`config.mk`:
```
export PLATFORM = sky130hd
export DESIGN_NAME = nfcd_ctrl
export DESIGN_NICKNAME = d
export VERILOG_FILES = /design/src/rtl/nfcd_pkg.sv /design/src/rtl/nfcd_ctrl.sv
export SDC_FILE = /design/constraint.sdc
export NUM_CORES = 1
export LEC_CHECK = 0
export ABC_AREA = 1
export BUFFER_PORTS_ARGS = -buffer_cell sky130_fd_sc_hd__buf_2
export CORE_AREA = 8 8 45 47
export DETAILED_ROUTE_END_ITERATION = 6
export DIE_AREA = 0 0 53 55
export SYNTH_ARGS = -nofsm -noshare
export SYNTH_HDL_FRONTEND = slang
export SYNTH_SLANG_ARGS = --single-unit
export TNS_END_PERCENT = 100
```
`constraint.sdc`:
```
create_clock -name clk -period 1 [get_ports clk]
set_input_delay 0.05 -clock clk [delete_from_list [all_inputs] [get_ports clk]]
set_output_delay 0.05 -clock clk [all_outputs]
set_load 0.05 [all_outputs]
```
`src/rtl/nfcd_pkg.sv`:
```
// Shared types and constants for the NOR flash command decoder.
package nfcd_pkg;

	localparam int unsigned WORD_ADDR_W = 12;
	localparam int unsigned DATA_W      = 64;
	localparam int unsigned EVENT_W     = 3;

	localparam logic [7:0] CMD_RESET   = 8'hF0;
	localparam logic [7:0] CMD_UNLOCK1 = 8'hAA;
	localparam logic [7:0] CMD_UNLOCK2 = 8'h55;
	localparam logic [7:0] CMD_PROGRAM = 8'hA0;
	localparam logic [7:0] CMD_ERASE   = 8'h80;
	localparam logic [7:0] CMD_CHIP    = 8'h10;

	localparam logic [31:0] UNLOCK_ADDR_A = 32'h0000_0555;
	localparam logic [31:0] UNLOCK_ADDR_B = 32'h0000_02AA;

	localparam logic [DATA_W-1:0] ERASED_WORD = 64'hFFFF_FFFF_FFFF_FFFF;

	typedef enum logic [2:0] {
		PH_IDLE      = 3'd0,
		PH_AA        = 3'd1,
		PH_AA55      = 3'd2,
		PH_PROG      = 3'd3,
		PH_ERS_SETUP = 3'd4,
		PH_ERS_AA    = 3'd5,
		PH_ERS_AA55  = 3'd6
	} phase_t;

	typedef enum logic [EVENT_W-1:0] {
		EV_NONE  = 3'd0,
		EV_ADV   = 3'd1,
		EV_PROG  = 3'd2,
		EV_ERASE = 3'd3,
		EV_RESET = 3'd4,
		EV_ABORT = 3'd5
	} event_t;

	typedef enum logic [1:0] {
		ST_CLEAR = 2'd0,
		ST_IDLE  = 2'd1,
		ST_EXEC  = 2'd2
	} ctl_state_t;

	typedef struct packed {
		logic cap;
		logic exec;
		logic clr;
	} ctl_cmd_t;

	typedef struct packed {
		logic erase;
		logic clr_last;
	} dp_sts_t;

endpackage

```
`src/rtl/nfcd_ctrl.sv`:
```
// Controller: sequences capture, execute and array clearing sweeps.
module nfcd_ctrl import nfcd_pkg::*; (
	input  logic     clk,
	input  logic     arst_n,
	input  logic     req_valid,
	output logic     req_ready,
	output logic     rsp_valid,
	input  logic     rsp_ready,
	input  dp_sts_t  sts,
	output ctl_cmd_t ctl
);

	ctl_state_t state_q;
	ctl_state_t state_d;
	logic       rsp_valid_q;
	logic       out_free;

	assign out_free = !rsp_valid_q || rsp_ready;

	always_comb begin
		state_d = state_q;
		unique case (state_q)
			ST_CLEAR: begin
				if (sts.clr_last)
					state_d = ST_IDLE;
			end
			ST_IDLE: begin
				if (req_valid)
					state_d = ST_EXEC;
			end
			ST_EXEC: begin
				if (out_free)
					state_d = sts.erase ? ST_CLEAR : ST_IDLE;
			end
			default: state_d = ST_CLEAR;
		endcase
	end

	always_comb begin
		req_ready = 1'b0;
		ctl       = '0;
		unique case (state_q)
			ST_CLEAR: ctl.clr = 1'b1;
			ST_IDLE: begin
				req_ready = 1'b1;
				ctl.cap   = req_valid;
			end
			ST_EXEC:  ctl.exec = out_free;
			default: ;
		endcase
	end

	always_ff @(posedge clk or negedge arst_n) begin
		if (!arst_n) begin
			state_q     <= ST_CLEAR;
			rsp_valid_q <= 1'b0;
		end else begin
			state_q <= state_d;
			if (ctl.exec)
				rsp_valid_q <= 1'b1;
			else if (rsp_ready)
				rsp_valid_q <= 1'b0;
		end
	end

	assign rsp_valid = rsp_valid_q;

endmodule

```
After elaboration in Yosys (flattened, before gate mapping)
Index checks and enable logic that the tools add are counted.
{ "classes": {"n_eq_ne": 5, "n_div": 0, "shift": 0, "magnitude_cmp": 0, "addsub": 0, "multipliers": 0, "n_reduce_logical": 5, "bitwise": 0, "muxes": 11} }
{ "ops": {"columns": ["op", "n"], "rows": [
  ["1-bit two-way mux", 7],
  ["2-bit two-way mux", 3],
  ["2-bit inequality test, second input constant", 3],
  ["2-bit one-hot mux with 3 select lines", 1],
  ["3-bit AND reduction", 1],
  ["2-bit by 1-bit == test with 1-bit output, second input constant", 1],
  ["2-bit == test, second input constant", 1],
  ["2-bit zero test", 1],
  ["2-bit nonzero test", 1],
  ["1-bit zero test", 1],
  ["1-bit logical OR", 1]
]} }
{ "word_totals": {"mem_bits_ro": 0, "out_inout_bits": 5, "wordCells": 23, "ramBits": 0, "input_bits": 6, "n_memories": 0, "ff_bits": 3, "latchBits": 0} }

Logic depth before layout (Yosys ltp)
Gate-level depths: netlist of run 1.
{ "logic_depth": {"depth_word": 4, "mapped_depth": 5, "depth_no_buf": 5} }

Worst setup path after synthesis of run 1
No wires, ideal clock.
{ "synth_path": {"path_kind": "register to output", "start": "register rsp_valid_q (netlist: rsp_valid)", "end": "output ctl[1] (netlist name)", "stages_incl_launch_ff": 4, "slack_ns": -0.441, "required_time_ns": 0.950, "arrival_time_ns": 1.391, "path_buffers": 0, "path_cell_list": "dfrtp_1 > inv_1 > nor2_1 > nor2_1"} }
{ "synth_lines": {"columns": ["item", "line_no", "text"], "rows": [
  ["from (decl)", "nfcd_ctrl.sv:15", "logic rsp_valid_q;"],
  ["from (signal assigned)", "nfcd_ctrl.sv:56", "rsp_valid_q <= 1'b0;"],
  ["from (signal assigned)", "nfcd_ctrl.sv:60", "rsp_valid_q <= 1'b1;"],
  ["from (signal assigned)", "nfcd_ctrl.sv:62", "rsp_valid_q <= 1'b0;"],
  ["to (decl)", "nfcd_ctrl.sv:10", "output ctl_cmd_t ctl"]
]} }

==> results of run 1 <==
[sequential cells by signal (all words and copies together) (netlist names)]
register	cells
rsp_valid	1
state_q	2
[path summary, 6_finish.rpt]
kind / slack (ns) / to / cells past startpoint
setup / recovery: -0.09 / ctl[1] / 5
hold / removal: 0.05 / rsp_valid / 2
setup reg to reg: 0.08 / state_q[0] / 5
hold reg to reg: 0.56 / rsp_valid / 2
max in group asynchronous: 0.74 / rsp_valid / 2
min in group asynchronous: 0.14 / rsp_valid / 2
[power by group through the flow]
stage | logic, mW | registers [mW] | clock network (mW)
after floorplan | 0.470 | 0.304 | 0
after global placement | 0.737 | 0.216 | 0
after detailed placement | 0.742 | 0.216 | 0
after CTS | 0.879 | 0.219 | 0.225
after global routing | 0.947 | 0.225 | 0.229
final | 0.899 | 0.217 | 0.208
[cell usage after synthesis (all sizes together)]
cell type  number
clkinv          1
dfrtp           3
inv             6
nand2           7
nand3           1
nor2            5
o21ai           2
[layer usage]
layer	wire length, microns	vias to the layer above	part of all wire	GRT usage
li1	-	110	-	-
met1	146	86	0.32	0.0275
met2	268	4	0.59	0.0586
met3	42	0	0.092	0.0241
met4	0	0	0	0.0517
met5	0	-	0	0
[repair_timing]
item | in CTS | in global routing
pin swaps | 1 | 0
hold buffers | 1 | 0
hold endpoints to repair | 3 | 0
buffers inserted | 0 | 1
setup endpoints to repair | 4 | 4
cloned | 0 | 0
gates resized for setup | 11 | 0
[cells by family (layout without fill, tap and decap cells)]
logic type,Yosys count,in the layout
DFF,3,3
and+or+nand+nor,13,13
AOI/OAI and AO/OA,2,2
buffers and inverters,7,25
[metrics by stage]
step | hold slack [ns] | power (mW)
6_report | 0.0511 | 1.32
5_1_grt | 0.0633 | 1.40
4_1_cts | 0.0411 | 1.32
3_5_place_dp | -0.152 | 0.958
3_3_place_gp | -0.154 | 0.953
2_1_floorplan | -0.246 | 0.774
[critical path, stage by stage (launching register included)]
cell                      delay [ns]
sky130_fd_sc_hd__dfrtp_1        0.35
sky130_fd_sc_hd__inv_2          0.05
sky130_fd_sc_hd__nor2_2         0.12
sky130_fd_sc_hd__inv_2          0.06
sky130_fd_sc_hd__nor2_4         0.07
sky130_fd_sc_hd__buf_6          0.15
[cell type report]
class                      count  area, sq um  area share
sequential                     3         76.3       0.214
tap                           16         20.0      0.0561
inverter                       7         27.5      0.0772
timing repair buffer          14          111       0.312
clock buffer                   4         26.3      0.0737
multi-input combinational     15         95.1       0.267
==> results.txt, run 1 <==
The number of cell rows came out at 14. The number of antenna violations at the first check in global routing is 0. The clock latency on the worst-skew pair came out at 0.23 ns. The master cell of the clock root buffer is sky130_fd_sc_hd__clkbuf_4.

The class of the tightest hold or removal check is in2reg. The floorplan step defined a die boundary enclosing 0.00292 sq mm. The non-filler instance count after layout came out at 59. Of the available clock period, the critical path in the final layout requires 1.09. The count of final hold-check violations came out at 0. The diode insertion count for antenna repair came out at 0. The share of synthesized cell area in and, or, nand and nor gates is 0.328. The time the worst path needs with I/O delays and setup is 1.09 ns. The aggregate global routing overflow is 0.

The yosys synthesis warning count came out at 0. The worst setup path is captured at an output port. The internal power summed over all cells came out at 0.657 mW. The synthesized-area fraction occupied by adder cells came out at 0. Timing would allow up to 0.922 GHz.

Each instance of the synthesized netlist takes up on average 6.71 sq um. TritonCTS built the clock tree. The count of maximum capacitance violations came out at 0. Entering global routing, the biggest net connects 4 pins. Synthesis produced 25 cells.

The ratio of routed vias to standard cells is 3.39. The number of max-slew violations in the final report is 0. The initial standard-cell utilization of the core came out at 0.121. The checks that failed: setup timing.

The placed instances occupy a cell area of 282 sq um. The arrival time at the worst endpoint is 1.04 ns. In this run the critical register-to-register path is launched from state_q[0]. Once routing completed, OpenROAD measured the worst setup slack at -0.0852 ns. In the layout the commonest cells are sky130_fd_sc_hd__nand2_1 (6), sky130_fd_sc_hd__buf_2 (6), sky130_fd_sc_hd__nor2_4 (4), sky130_fd_sc_hd__inv_2 (4). For this run, the detailed router's first-pass iteration total came to 1.

The worst hold path begins at rsp_ready. The proportion of total power due to net switching is 0.504. Setup repair after global routing could not meet its margin everywhere. In this run the worst path has a maximum fanout of 2. After synthesis, the largest family of logic cells by area is simple AND/OR/NAND/NOR gates. The total vias in the final route came out at 200. STA classifies the critical path startpoint as a flip-flop. The number of global-route vias before repair is 194. The number of input and output port buffers inserted came out at 10. Headroom to the max-slew limit came out at 0.832.

The post-route cell area is 357 sq um. The clock passes through at most 2 buffers. The die is 53 microns wide. The library cell occupying the most area in the post-synthesis netlist is sky130_fd_sc_hd__dfrtp_1. The critical path starts at state_q[1]. The number of library cell types mapped by synthesis is 9.

The portion of the post-synthesis area used by sequential elements is 0.448. The share of post-route cells with drive strength above 1 came out at 0.651. The post-synthesis instance area is 168 sq um. The post-detailed-routing wire length came out at 457 microns.

The net switching power came out at 0.667 mW. The portion of netlist area occupied by mux cells came out at 0. The maximum resistive drop on vdd came out at 0.654 mV. The overall track demand over capacity in global routing is 0.0378. The number of levels the H-tree was split into came out at 1. The final estimated routing congestion in global placement is 0.715.

The complex-gate fraction of the synthesized area is 0.0597. Counting every net in the synthesized netlist gives 31. Of the total power, the clock network draws 0.157. The area of the placeable core came out at 0.00138 sq mm. The total of endpoints with negative setup slack in the final report is 4.

The synthesized flop and latch total came out at 3. The post-CTS clock slew at the launch and capture registers of the worst setup and hold paths is 0.04 ns. The final clock skew came out at 0.00119 ns. The total CTS buffers is 3. The power density normalized to cell area is 3710 mW/mm^2. The combinational cell fraction of total power came out at 0.679. The end-of-flow core utilization came out at 0.258. In this run the count of I/O pins placed on the die edge is 11. The TritonCTS sink count came out at 3. Of the total synthesized cell area, the portion taken by XOR and XNOR cells is 0.

In the final timing run, aggregate negative setup slack is -0.260 ns. Dividing the detail-routed wire length by the instance count gives 7.75 microns. The kind of critical path is reg2out.

After filler insertion, the fill cell instance count of the layout stands at 160. The placed instance count came out at 53. The leakage power is 0.183 nW. OpenSTA, run right after detailed placement, puts the worst setup slack at 0.0314 ns.

The relative area change from synthesis to final layout is 113%. The vertical die dimension came out at 55 microns. By area the synthesized netlist is led by sky130_fd_sc_hd__dfrtp_1 (45%), sky130_fd_sc_hd__nand2_1 (16%), sky130_fd_sc_hd__inv_1 (9.0%). The DRC marker count from the first detailed-route iteration came out at 0. The residual DRC count is 0.

The global-route wire length before repair is 696 microns. The run finished, with violations left. The data required time at the worst endpoint came out at 0.95 ns.

The final net count is 50. The top cell type's share of synthesized area is 0.448. The sequential share of power is 0.164.

The count of antenna-violating nets left after detailed routing is 0. At the pin with the least slew margin, the transition time is 0.253 ns.
(Power assumes the default switching activity.)
==> run 2, diff against run 1 <==
- clock period: 1 -> 1.21 ns (I/O delays scaled with it)
==> run 2 against run 1 <==
  * Largest cell class is now flip-flops and latches
  * Non-clock buffer count decreased by 3
  * Core utilization decreased by 4.8 points
  * Routed wire length decreased by 4.4%
  * Cell count decreased by 5.1%
  * Sequential share of layout area increased by 4.5 points
  * Die area unchanged
  * Clock-buffer cell count unchanged
  * The run now ends clean
  * Critical endpoint is now ctl[2]
  * Power decreased by 33%
==> results.txt, run 2 (synthesis gave the netlist of run 1 again) <==
The run finished with clean final reports. The area of the placeable core came to 0.00138 sq mm (unchanged). The worst setup path startpoint is state_q[1]. The maximum resistive drop on vdd is 0.727 mV (+11%). The aggregate global routing overflow came out at 0 (unchanged). The TritonCTS sink count is 3 (unchanged).

The final net count is 47 (-6.0%). The arrival time at the worst endpoint came to 1.10 ns (+0.06 ns). Dividing the final minimum period by the clock period gives 0.959. The die width is 53 microns (unchanged). The half-perimeter wire length of the detailed placement result came out at 361 microns. The max-slew headroom at the worst pin was 0.835 (+0.00225). The number of cell rows came to 14 (unchanged). The maximum fanout along the worst path came out at 3 (+1). The final estimated routing congestion in global placement is 0.604 (-15%). STA classifies the critical path startpoint as a flip-flop. The count of antenna-violating nets left after detailed routing is 0 (unchanged). Based on the critical path, the design can be clocked at up to 0.862 GHz. The data required time at the worst endpoint is 1.15 ns (+0.20 ns). The class of the tightest hold or removal check is in2reg. The register name with the most flops is state_q. The count of final hold-check violations is 0 (unchanged). The die outline area came out at 0.00292 sq mm (unchanged). Compared with the post-synthesis result, the final layout area differs by 73.1%. The worst setup path is captured at an output port. The count of maximum capacitance violations came out at 0 (unchanged).

The number of max-slew violations in the final report was 0 (unchanged). The count of buffers added by post-CTS timing repair for setup came out at 0 (unchanged). The number of global-route vias before repair was 197 (+1.5%). The number of flip-flops in the largest register is 2 (unchanged). The number of levels the H-tree was split into is 1 (unchanged). The post-detailed-routing wire length came out at 437 microns (-4.4%). The worst setup timing slack at the placement stage is 0.226 ns (+0.195 ns). The leakage power is 0.162 nW (-11%). The time the worst path needs with I/O delays and setup is 1.16 ns. The top-level I/O count came out at 11 (unchanged). The initial standard-cell utilization of the core is 0.121 (unchanged). The top cell types in the final layout, fill and taps aside, are sky130_fd_sc_hd__nand2_1 (7), sky130_fd_sc_hd__buf_2 (7), sky130_fd_sc_hd__nor2_2 (4), sky130_fd_sc_hd__inv_1 (4), sky130_fd_sc_hd__clkbuf_4 (4). By startpoint and endpoint, the worst setup path is classified as reg2out.

The global-route wire length before repair came out at 676 microns (-2.9%). The number of fill cells in the layout is 165 (+3.1%). The power density normalized to cell area is 3050 mW/mm^2 (-18%). The worst-case clock buffer depth is 2 (unchanged). The slew of the pin with the lowest slew margin came out at 0.250 ns (-0.00339 ns). The DRC marker count from the first detailed-route iteration is 0 (unchanged).

The total CTS buffers came to 3 (unchanged). The length of the first detailed-routing pass in iterations came out at 1 (unchanged). The startpoint identified for the worst hold timing path is rsp_ready. The origin of the critical flop-to-flop path is state_q[0]. The least setup slack across all paths after layout is 0.0500 ns (+0.135 ns). Setup repair after global routing left no endpoint under its margin. The overall track demand over capacity in global routing came to 0.0383 (+0.000547).

The diode insertion count for antenna repair came out at 0 (unchanged). TritonCTS built the clock tree. The share of post-route cells with drive strength above 1 is 0.500 (-0.151). The total of endpoints with negative setup slack in the final report was 0 (-4). The clock latency on the worst-skew pair is 0.23 ns (about the same). The largest net degree at the start of global routing came out at 5 (+1).

The routed length per placed instance is 7.80 microns (+0.75%). The total vias in the final route is 183 (-8.5%). The number of antenna violations at the first check in global routing came out at 0 (unchanged). The vertical die dimension was 55 microns (unchanged). The ratio of routed vias to standard cells is 3.27 (-3.6%). The master cell of the clock root buffer is sky130_fd_sc_hd__clkbuf_4. The post-CTS clock slew at the launch and capture registers of the worst setup and hold paths is 0.04 ns (about the same). The number of input and output port buffers inserted is 10 (unchanged). The final clock skew came to 0.00104 ns (-0.000153 ns). The residual DRC count came out at 0 (unchanged).

The total negative slack came out at 0 ns (+0.260 ns).
[run 2: cell types whose count changed in the layout (fill, tap and decap cells not counted), sizes merged]
cell	before	now
buf	13	9
clkbuf	4	5
[run 2: worst max-delay path: stages (launching register included)]
cell,delay [ns]
sky130_fd_sc_hd__dfrtp_1,0.40
sky130_fd_sc_hd__inv_2,0.07
sky130_fd_sc_hd__nand2_1,0.10
sky130_fd_sc_hd__nor2_2,0.10
sky130_fd_sc_hd__buf_4,0.20
[run 2: final timing paths]
path	to	slack [ns]	cells after the start
worst max-delay path	ctl[2]	0.05	4
worst min-delay path	rsp_valid	0.03	2
worst max register to register	state_q[0]	0.37	4
worst min register to register	rsp_valid	0.54	2
max in group asynchronous	rsp_valid	0.95	2
min in group asynchronous	state_q[1]	0.16	2
[run 2: cell type report]
class                           count  area, sq um  share of cell area
Sequential cell                     3         75.1               0.259
Timing Repair Buffer               11         71.3               0.246
Multi-Input combinational cell     15         70.1               0.241
Inverter                            7         27.5              0.0948
Clock buffer                        4         26.3              0.0905
Tap cell                           16         20.0              0.0690
[run 2: repair_timing]
action                     4_1_cts  5_1_grt
resized for setup                2        2
hold endpoints to repair         3        0
pin swaps                        0        0
hold buffers                     1        0
setup endpoints to repair        2        2
[run 2: per-layer routing]
layer  vias to the layer above  share of wire  global-route usage
met2                         8           0.46              0.0410
li1                        102              -                   -
met5                         -              0                   0
met3                         2           0.12              0.0294
met1                        71           0.35              0.0260
met4                         0          0.057              0.0905
[run 2: stage by stage]
step	util	power (mW)	cells	hold slack, ns	area, sq um
after floorplan	-	0.583	25	-0.235	173
after global placement	0.175	0.685	51	-0.143	243
after detailed placement	0.175	0.690	51	-0.143	243
after CTS	0.205	0.891	56	0.0224	284
after global routing	0.210	0.942	56	0.0597	290
final	0.210	0.885	56	0.0341	290
[run 2: report_power, final]
group	leakage [nW]	switching, mW	internal [mW]
registers	0.0386	0.0393	0.144
logic	0.108	0.394	0.136
clock network	0.0150	0.0491	0.123
